`src/rtl/lrtc_pkg.sv`:
```
// Package for the line result LRU tag cache.
// Holds the command codes, hash constants, the slot count and the queued command type.
// No dependencies.
package lrtc_pkg;

  localparam int SLOTS = 512;
  localparam logic [63:0] FNV_BASIS = 64'hCBF29CE484222325;
  localparam logic [63:0] FNV_PRIME = 64'h00000100000001B3;
  localparam logic [9:0] DEFAULT_LIMIT = 10'd512;

  typedef enum logic [1:0] {
    KIND_BYTE = 2'd0,
    KIND_LOOKUP = 2'd1,
    KIND_INV_RANGE = 2'd2,
    KIND_INV_ALL = 2'd3
  } kind_t;

  typedef struct packed {
    kind_t kind;
    logic [31:0] row_a;
    logic [31:0] row_b;
    logic [63:0] generation;
    logic [63:0] line_hash;
  } cmd_t;

endpackage

```
`src/rtl/lrtc_front.sv`:
```
// Front end: accepts items, folds text bytes into the FNV-1a hash and
// queues lookups and invalidations for the back end. Uses lrtc_pkg.
module lrtc_front (
  input  logic               clk,
  input  logic               rst,
  input  logic               valid,
  output logic               stall,
  input  logic [1:0]         kind,
  input  logic [7:0]         text_byte,
  input  logic [31:0]        row_number,
  input  logic [31:0]        row_last,
  input  logic [63:0]        content_generation,
  output logic               q_valid,
  output lrtc_pkg::cmd_t     q_cmd,
  input  logic               q_pop
);

  logic [63:0] running_hash;
  logic [63:0] hash_xor;
  logic [63:0] hash_mul;
  logic        hash_pend;
  lrtc_pkg::cmd_t buf0, buf1;
  logic [1:0]  fill;
  logic        accept;
  logic        push;
  lrtc_pkg::cmd_t cmd_in;

  // A byte fold registers the xor first, then multiplies it into the running hash.
  assign stall = hash_pend || (fill == 2'd2);
  assign accept = valid && !stall;
  assign push = accept && (lrtc_pkg::kind_t'(kind) != lrtc_pkg::KIND_BYTE);
  // The FNV prime is 2^40 + 0x1B3, so the multiply reduces to shifted adds.
  assign hash_mul = (hash_xor << 40) + (hash_xor << 8) + (hash_xor << 7)
                  + (hash_xor << 5) + (hash_xor << 4) + (hash_xor << 1) + hash_xor;

  always_comb begin
    cmd_in.kind = lrtc_pkg::kind_t'(kind);
    cmd_in.row_a = row_number;
    cmd_in.row_b = row_last;
    cmd_in.generation = content_generation;
    cmd_in.line_hash = running_hash;
  end

  assign q_valid = (fill != 2'd0);
  assign q_cmd = buf0;

  always_ff @(posedge clk) begin
    if (rst) begin
      running_hash <= lrtc_pkg::FNV_BASIS;
      hash_pend <= 1'b0;
      fill <= 2'd0;
    end else begin
      if (hash_pend) begin
        running_hash <= hash_mul;
        hash_pend <= 1'b0;
      end else if (accept) begin
        if (lrtc_pkg::kind_t'(kind) == lrtc_pkg::KIND_BYTE) begin
          if (text_byte != 8'd0) begin
            hash_xor <= running_hash ^ {56'd0, text_byte};
            hash_pend <= 1'b1;
          end
        end else if (lrtc_pkg::kind_t'(kind) == lrtc_pkg::KIND_LOOKUP) begin
          running_hash <= lrtc_pkg::FNV_BASIS;
        end
      end
      unique case ({push, q_pop && q_valid})
        2'b10: begin
          if (fill == 2'd0) buf0 <= cmd_in;
          else buf1 <= cmd_in;
          fill <= fill + 2'd1;
        end
        2'b01: begin
          buf0 <= buf1;
          fill <= fill - 2'd1;
        end
        2'b11: begin
          if (fill == 2'd1) buf0 <= cmd_in;
          else begin
            buf0 <= buf1;
            buf1 <= cmd_in;
          end
        end
        default: ;
      endcase
    end
  end

  assert property (@(posedge clk) disable iff (rst) fill <= 2'd2)
    else $error("queue overfilled");
  assert property (@(posedge clk) disable iff (rst) hash_pend |=> !hash_pend)
    else $error("hash fold longer than two cycles");
  assert property (@(posedge clk) disable iff (rst) hash_pend |-> stall)
    else $error("accepted during hash fold");

endmodule

```
`config.mk`:
```
export PLATFORM = sky130hd
export DESIGN_NAME = lrtc_front
export DESIGN_NICKNAME = d
export VERILOG_FILES = /design/src/rtl/lrtc_pkg.sv /design/src/rtl/lrtc_front.sv
export SDC_FILE = /design/constraint.sdc
export NUM_CORES = 1
export LEC_CHECK = 0
export BUFFER_PORTS_ARGS = -buffer_cell sky130_fd_sc_hd__buf_2
export CORE_ASPECT_RATIO = 0.75
export CORE_MARGIN = 2
export CORE_UTILIZATION = 40
export DETAILED_ROUTE_END_ITERATION = 7
export HOLD_SLACK_MARGIN = 0.12
export PLACE_DENSITY = 0.57
export SYNTH_ARGS = -nofsm -noshare
export SYNTH_HDL_FRONTEND = slang
export SYNTH_SLANG_ARGS = --single-unit
export TNS_END_PERCENT = 50
```
`constraint.sdc`:
```
create_clock -name clk -period 24.7 [get_ports clk]
set_input_delay 1.235 -clock clk [delete_from_list [all_inputs] [get_ports clk]]
set_output_delay 1.235 -clock clk [all_outputs]
set_load 0.02 [all_outputs]
```
==> impl_metrics.json, run 1 <==
{
  "dominantRegCellSynth": "sky130_fd_sc_hd__edfxtp_1",
  "post_synth_inst_count": 2214,
  "drv_cap": 0,
  "detailed_placement_wirelength_estimate_um": 54900,
  "routed-via-count": 18100,
  "drt-total-wl_um": 73600,
  "synthDominantCellAreaShare": 0.473,
  "globalRouteTotalUtil": 0.199,
  "number_of_buffers_inserted_to_repair_setup_after_cts": 0,
  "power-per-cell-area_nw_per_um2": 95.2,
  "grt_max_degree": 154,
  "ys_seq_elements": 519,
  "worstSetupPathType": "reg -> reg",
  "wl_per_cell_um": 20.9,
  "detailed_place.area_um2": 31400,
  "cp_num_buf_inv": 3,
  "via_to_cell_ratio": 5.14,
  "core_area_um2": 70500,
  "worst_setup_ep_type": "flop",
  "die_area_um2": 73800,
  "synth_mux_area_frac": 0.00127,
  "yosys.cell_types.count": 66,
  "synth.net_count": 2719,
  "synthAdderAreaFrac": 0.224,
  "final-max-slew-violation-count": 0,
  "crit_family": "compound AO/OA/AOI/OAI gates",
  "cts.clk_slew.worst_paths_ns": 0.06,
  "outcome": "finished clean",
  "dp_slack_ns": 18.90,
  "setup_violations": 0,
  "global_route_wire_length_before_repair_um": 113000,
  "grt_setup_unrepaired": "no",
  "cts-resized-gates": 0,
  "fin_hold_ws_ns": 0.495,
  "die_h_um": 236,
  "cp_cell_sequence": "inv_1 > fa_1 > fa_1 > inv_1 > ha_1 > ha_1 > ha_1 > inv_1 > fa_1 > nor2b_1 > o211ai_1 > a311oi_1 > o21ai_0 > a21oi_1 > a21oi_1 > o21ai_0 > xnor2_1 > o21ai_0",
  "final.setup.tns_ns": 0,
  "vdd.ir_drop.worst_mv": 0.0521,
  "row_count": 84,
  "timing.clock.skew_ns": 0.0274,
  "place_inst": 3428,
  "grt_pass1_vias": 18400,
  "ys_seq_area_frac": 0.520,
  "timing.final.hold_violations": 0,
  "gp_congestion": 0.923,
  "postRouteAntennaNets": 0,
  "cp_max_fo": 6,
  "final_design_area_no_fill_um2": 33300,
  "cts_inserted_buffers": 52,
  "critical-path-slowest-cell": "sky130_fd_sc_hd__a311oi_1",
  "max_clock_freq_mhz": 171,
  "htreeDepth": 2,
  "p_total_mw": 3.17,
  "filler_cell_count": 6305,
  "timing.max_slew.rel_slack": 0.208,
  "layout.core_utilization": 0.472,
  "post_synth_and_or_nand_nor_area_fraction": 0.0390,
  "layout_commonest_cell": "sky130_fd_sc_hd__inv_1",
  "required_time_reported_for_the_critical_path_endpoint_ns": 25.17,
  "final_cell_mix": "457 x sky130_fd_sc_hd__inv_1, 452 x sky130_fd_sc_hd__edfxtp_1, 337 x sky130_fd_sc_hd__buf_2",
  "synth_enable_flop_cells": 452,
  "clock_insertion_delay_worst_skew_ns": 0.62,
  "synth_area_leaders": "sky130_fd_sc_hd__edfxtp_1 47%, sky130_fd_sc_hd__fa_1 18%, sky130_fd_sc_hd__a22o_1 6.0%",
  "start_util": 0.406,
  "cpPeakStageDelay_ns": 0.82,
  "max_slew.worst_pin.slew_ns": 1.19,
  "cts_root_buffer": "sky130_fd_sc_hd__clkbuf_16",
  "synth_async_reset_ratio": 0,
  "die_w_um": 313,
  "gr-total-overflow": 0,
  "setup_slack_ns": 18.86,
  "syn_avg_cell_area_um2": 12.9,
  "hold_path.class": "reg -> reg",
  "drt_drc_violations_left": 0,
  "postCtsHoldBufs": 0,
  "port_buffers": 337,
  "synth_compound_area_frac": 0.122,
  "post_route_cells_drive_above_1_share": 0.178,
  "synthDominantAreaCellType": "sky130_fd_sc_hd__edfxtp_1",
  "area_delta_synth_final_pct": 16.1,
  "drt_first_pass_iters": 5,
  "tritoncts_num_sinks": 519,
  "antenna_found_initial": 3,
  "timing.final.crit_share": 0.237,
  "combinational_family_with_the_most_area_after_synthesis": "adder cells",
  "synthesis.yosys.warnings": 0,
  "num-nets-final": 3041,
  "critical_path.startpoint_type": "flop",
  "worstPathArrival_ns": 6.32,
  "tritoncts": "yes",
  "layout_min_cycle_time_ns": 5.84,
  "instances_no_fill": 3525,
  "static-leakage-power_nw": 14.1,
  "syn_area_um2": 28700,
  "synth-xor-area-share": 0.0217,
  "cts-root-to-sink-buffers": 3,
  "first_iter_violations": 1474,
  "num_io_pins": 338
}
-- routing by layer --
metal	GRT usage	share of wire	vias up
li1	-	-	8305
met1	0.293	0.47	9190
met2	0.305	0.45	515
met3	0.0418	0.062	88
met4	0.0447	0.021	4
met5	0	0.00038	-
-- area by class of cell --
type	instances	area [um^2]	area share
Sequential cell	519	14900	0.448
Tap cell	946	1180	0.0356
Inverter	457	1720	0.0516
Multi-Input combinational cell	1152	11800	0.353
Clock inverter	34	472	0.0142
Clock buffer	62	1400	0.0421
Antenna cell	1	2.50	0.0000752
Timing Repair Buffer	354	1830	0.0549
-- path summary, 6_finish.rpt --
path	from	end	slack (ns)	cells past startpoint
hold reg to reg	running_hash[34]$_SDFFE_PP1P_	buf1[34]$_DFFE_PP_	0.49	0
setup / recovery	hash_xor[4]$_DFFE_PP_	running_hash[45]$_SDFFE_PP0P_	18.86	18
hold / removal	running_hash[34]$_SDFFE_PP1P_	buf1[34]$_DFFE_PP_	0.49	0
setup reg to reg	hash_xor[4]$_DFFE_PP_	running_hash[45]$_SDFFE_PP0P_	18.86	18
-- power by group --
| group | switching (mW) | internal [mW] | total (mW) | leakage, nW |
|---|---|---|---|---|
| clock | 0.354 | 0.504 | 0.858 | 0.907 |
| combinational | 0.745 | 0.411 | 1.16 | 8.59 |
| sequential | 0.0374 | 1.12 | 1.15 | 4.61 |
-- cells by family (layout without fill, tap and decap cells) --
kind of cell,after synthesis,count (layout)
mux,3,3
buf+inv,543,907
xor+xnor,71,71
other cells,0,1
fa+ha+maj,363,363
flops,519,519
simple gates,238,238
compound gates,477,477
-- registers in the layout, indices dropped and copies added, names as in the netlist --
| register | flops |
|---|---|
| running_hash | 64 |
| hash_pend | 1 |
| q_cmd | 194 |
| hash_xor | 64 |
| fill | 2 |
| buf1 | 194 |
-- cells in the mapped netlist, types with 3 or more instances --
cell type	number
sky130_fd_sc_hd__o211ai_1	8
sky130_fd_sc_hd__nand3_1	25
sky130_fd_sc_hd__o31ai_1	3
sky130_fd_sc_hd__o22ai_1	10
sky130_fd_sc_hd__nor4_1	8
sky130_fd_sc_hd__or2_2	5
sky130_fd_sc_hd__o21ai_0	49
sky130_fd_sc_hd__or3_1	4
sky130_fd_sc_hd__nand4_1	12
sky130_fd_sc_hd__a22oi_1	21
sky130_fd_sc_hd__nor3_1	11
sky130_fd_sc_hd__fa_1	251
sky130_fd_sc_hd__and3_1	10
sky130_fd_sc_hd__a211oi_1	7
sky130_fd_sc_hd__nor2_1	81
sky130_fd_sc_hd__inv_1	457
sky130_fd_sc_hd__o21bai_1	11
sky130_fd_sc_hd__xor2_1	29
sky130_fd_sc_hd__nand2b_1	9
sky130_fd_sc_hd__and4_1	3
sky130_fd_sc_hd__a21oi_1	85
sky130_fd_sc_hd__dfxtp_1	67
sky130_fd_sc_hd__ha_1	112
sky130_fd_sc_hd__a22o_1	196
sky130_fd_sc_hd__clkbuf_1	80
sky130_fd_sc_hd__a31oi_1	11
sky130_fd_sc_hd__a21o_1	32
sky130_fd_sc_hd__xnor2_1	42
sky130_fd_sc_hd__buf_1	6
sky130_fd_sc_hd__edfxtp_1	452
sky130_fd_sc_hd__o21a_1	12
sky130_fd_sc_hd__nand2_1	59
Note: power is estimated with default switching activity, not from simulation.
==> run 2: changes to the inputs <==
PLACE_DENSITY = 0.6   (was 0.57)
clock period = 4.78 ns   (was 24.7 ns; I/O delays follow)
==> run 2 against run 1 <==
Effect of this change: the run now ends with setup timing left; fmax is 11% higher; sequential power rose to 5.2 times the previous value; sequential share of layout area shrank 5.9 points; via count up 10%; critical path type unchanged; combinational power increased to 7.1 times the previous value; core utilization is 7.2 points higher; highest routed layer is now met4; critical endpoint is now running_hash[56]$_SDFFE_PP1P_; die area did not move; worst setup slack worse by 19 ns; design area grew 15%; clock skew grew 0.012 ns; first-iteration DRC count is 2.7% higher.
==> impl_metrics.json, run 2 (same netlist as run 1, synthesis figures left out) <==
{
  "timing.critical_path.depth": 19,
  "critical-path-slowest-cell": "sky130_fd_sc_hd__or4b_4",
  "detailed_placement_wirelength_estimate_um": 56600,
  "worst_setup_path_startpoint": "hash_xor[6]$_DFFE_PP_",
  "postRouteAntennaNets": 0,
  "gr-total-overflow": 0,
  "via_to_cell_ratio": 5.01,
  "die_h_um": 236,
  "cts-root-to-sink-buffers": 3,
  "num_io_pins": 338,
  "area_delta_synth_final_pct": 33.8,
  "num-nets-final": 3504,
  "hold_path.class": "in -> reg",
  "crit_family": "adder cells",
  "row_count": 84,
  "cp_max_fo": 5,
  "dp_slack_ns": -0.811,
  "required_time_reported_for_the_critical_path_endpoint_ns": 5.34,
  "gp_congestion": 0.926,
  "layout.core_utilization": 0.544,
  "violated_checks": "setup timing",
  "max_slew.worst_pin.slew_ns": 0.987,
  "wl_per_cell_um": 19.6,
  "cts.clk_slew.worst_paths_ns": 0.07,
  "reg2reg_depth": 19,
  "worst_setup_path_endpoint": "running_hash[56]$_SDFFE_PP1P_",
  "die_w_um": 313,
  "setup_slack_ns": -0.482,
  "setup_violations": 34,
  "max_clock_freq_mhz": 190,
  "vdd.ir_drop.worst_mv": 0.317,
  "power-per-cell-area_nw_per_um2": 481,
  "routed-via-count": 20000,
  "outcome": "complete, but fails checks",
  "timing.clock.skew_ns": 0.0395,
  "drt-total-wl_um": 78200,
  "core_area_um2": 70500,
  "die_area_um2": 73800,
  "cts_inserted_buffers": 52,
  "timing.max_slew.rel_slack": 0.341,
  "tritoncts_num_sinks": 519,
  "timing.final.crit_share": 1.10,
  "timing.final.hold_violations": 0,
  "drt_drc_violations_left": 0,
  "global_route_wire_length_before_repair_um": 120000,
  "critical_path.reg2reg.startpoint": "hash_xor[6]$_DFFE_PP_",
  "p_total_mw": 18.4,
  "final-max-slew-violation-count": 0,
  "filler_cell_count": 5860,
  "worstPathArrival_ns": 5.82,
  "clock_insertion_delay_worst_skew_ns": 0.64,
  "antenna_cells": 0,
  "tritoncts": "yes",
  "first_iter_violations": 1514,
  "grt_setup_unrepaired": "yes",
  "worst_setup_ep_type": "flop",
  "drv_cap": 0,
  "antenna_found_initial": 0,
  "cp_num_buf_inv": 5,
  "final.setup.tns_ns": -8.78,
  "cp_cell_sequence": "clkinvlp_4 > buf_6 > fa_1 > inv_1 > fa_1 > inv_1 > fa_1 > inv_1 > ha_4 > ha_4 > a21oi_4 > o21ai_4 > a21o_1 > a211o_1 > o31a_1 > or4b_4 > a21bo_4 > mux2_4 > a21oi_2",
  "rrSetupSlack_ns": -0.48,
  "reg2reg_to": "running_hash[56]$_SDFFE_PP1P_",
  "layout_commonest_cell": "sky130_fd_sc_hd__edfxtp_1",
  "grt_max_degree": 101,
  "cts_root_buffer": "sky130_fd_sc_hd__clkbuf_16",
  "worstSetupPathType": "reg -> reg",
  "cpPeakStageDelay_ns": 0.56,
  "layout_min_cycle_time_ns": 5.26,
  "grt_pass1_vias": 20500,
  "globalRouteTotalUtil": 0.209,
  "number_of_cells_traversed_by_the_worst_hold_path": 2,
  "htreeDepth": 2,
  "port_buffers": 337,
  "drt_first_pass_iters": 5,
  "start_util": 0.406,
  "post_route_cells_drive_above_1_share": 0.306,
  "critical_path.startpoint_type": "flop",
  "final_cell_mix": "452 x sky130_fd_sc_hd__edfxtp_1, 430 x sky130_fd_sc_hd__inv_1, 337 x sky130_fd_sc_hd__buf_2",
  "static-leakage-power_nw": 16.4
}
run 2: cell type report:
type                            count  area (um^2)  share of cell area
Tap cell                          946         1180              0.0309
Clock buffer                       73         1400              0.0365
Clock inverter                     25          330             0.00861
Multi-Input combinational cell   1152        12800               0.333
Timing Repair Buffer              817         6000               0.156
Inverter                          457         1750              0.0455
Sequential cell                   519        14900               0.389
run 2: how the worst min path moves through the flow:
stage / from / endpoint / slack [ns]
after CTS: content_generation[28] / buf1[92]$_DFFE_PP_ / 0.30
final: content_generation[33] / buf1[97]$_DFFE_PP_ / 0.33
after detailed placement: content_generation[45] / buf1[109]$_DFFE_PP_ / 0.43
after floorplan: content_generation[36] / buf1[100]$_DFFE_PP_ / 0.34
after global placement: content_generation[1] / buf1[65]$_DFFE_PP_ / 0.43
after global routing: row_number[30] / buf1[190]$_DFFE_PP_ / 0.33
run 2: metrics by stage:
stage	instance area, um^2	hold WS [ns]	instances
final	38400	0.334	3989
after global routing	38400	0.326	3989
after CTS	37700	0.299	3963
after detailed placement	33700	0.433	3702
after global placement	33700	0.432	3702
after floorplan	28700	0.338	2214
run 2: repair_timing:
item | CTS | global route
gates cloned | 0 | 0
resized for setup | 145 | 92
hold buffers | 142 | 0
endpoints found under the hold margin | 272 | 0
endpoints found under the setup margin | 34 | 43
setup buffers | 21 | 27
pin swaps | 50 | 59
run 2: metal layers:
| metal | track usage | vias up | share of wire |
|---|---|---|---|
| li1 | - | 9213 | - |
| met1 | 0.303 | 10100 | 0.46 |
| met2 | 0.325 | 575 | 0.47 |
| met3 | 0.0331 | 114 | 0.054 |
| met4 | 0.0583 | 0 | 0.024 |
| met5 | 0 | - | 0 |
run 2: where the power goes:
group / internal, mW / switching, mW
Sequential: 5.75 / 0.202
Combinational: 3.68 / 4.59
Clock: 2.39 / 1.81
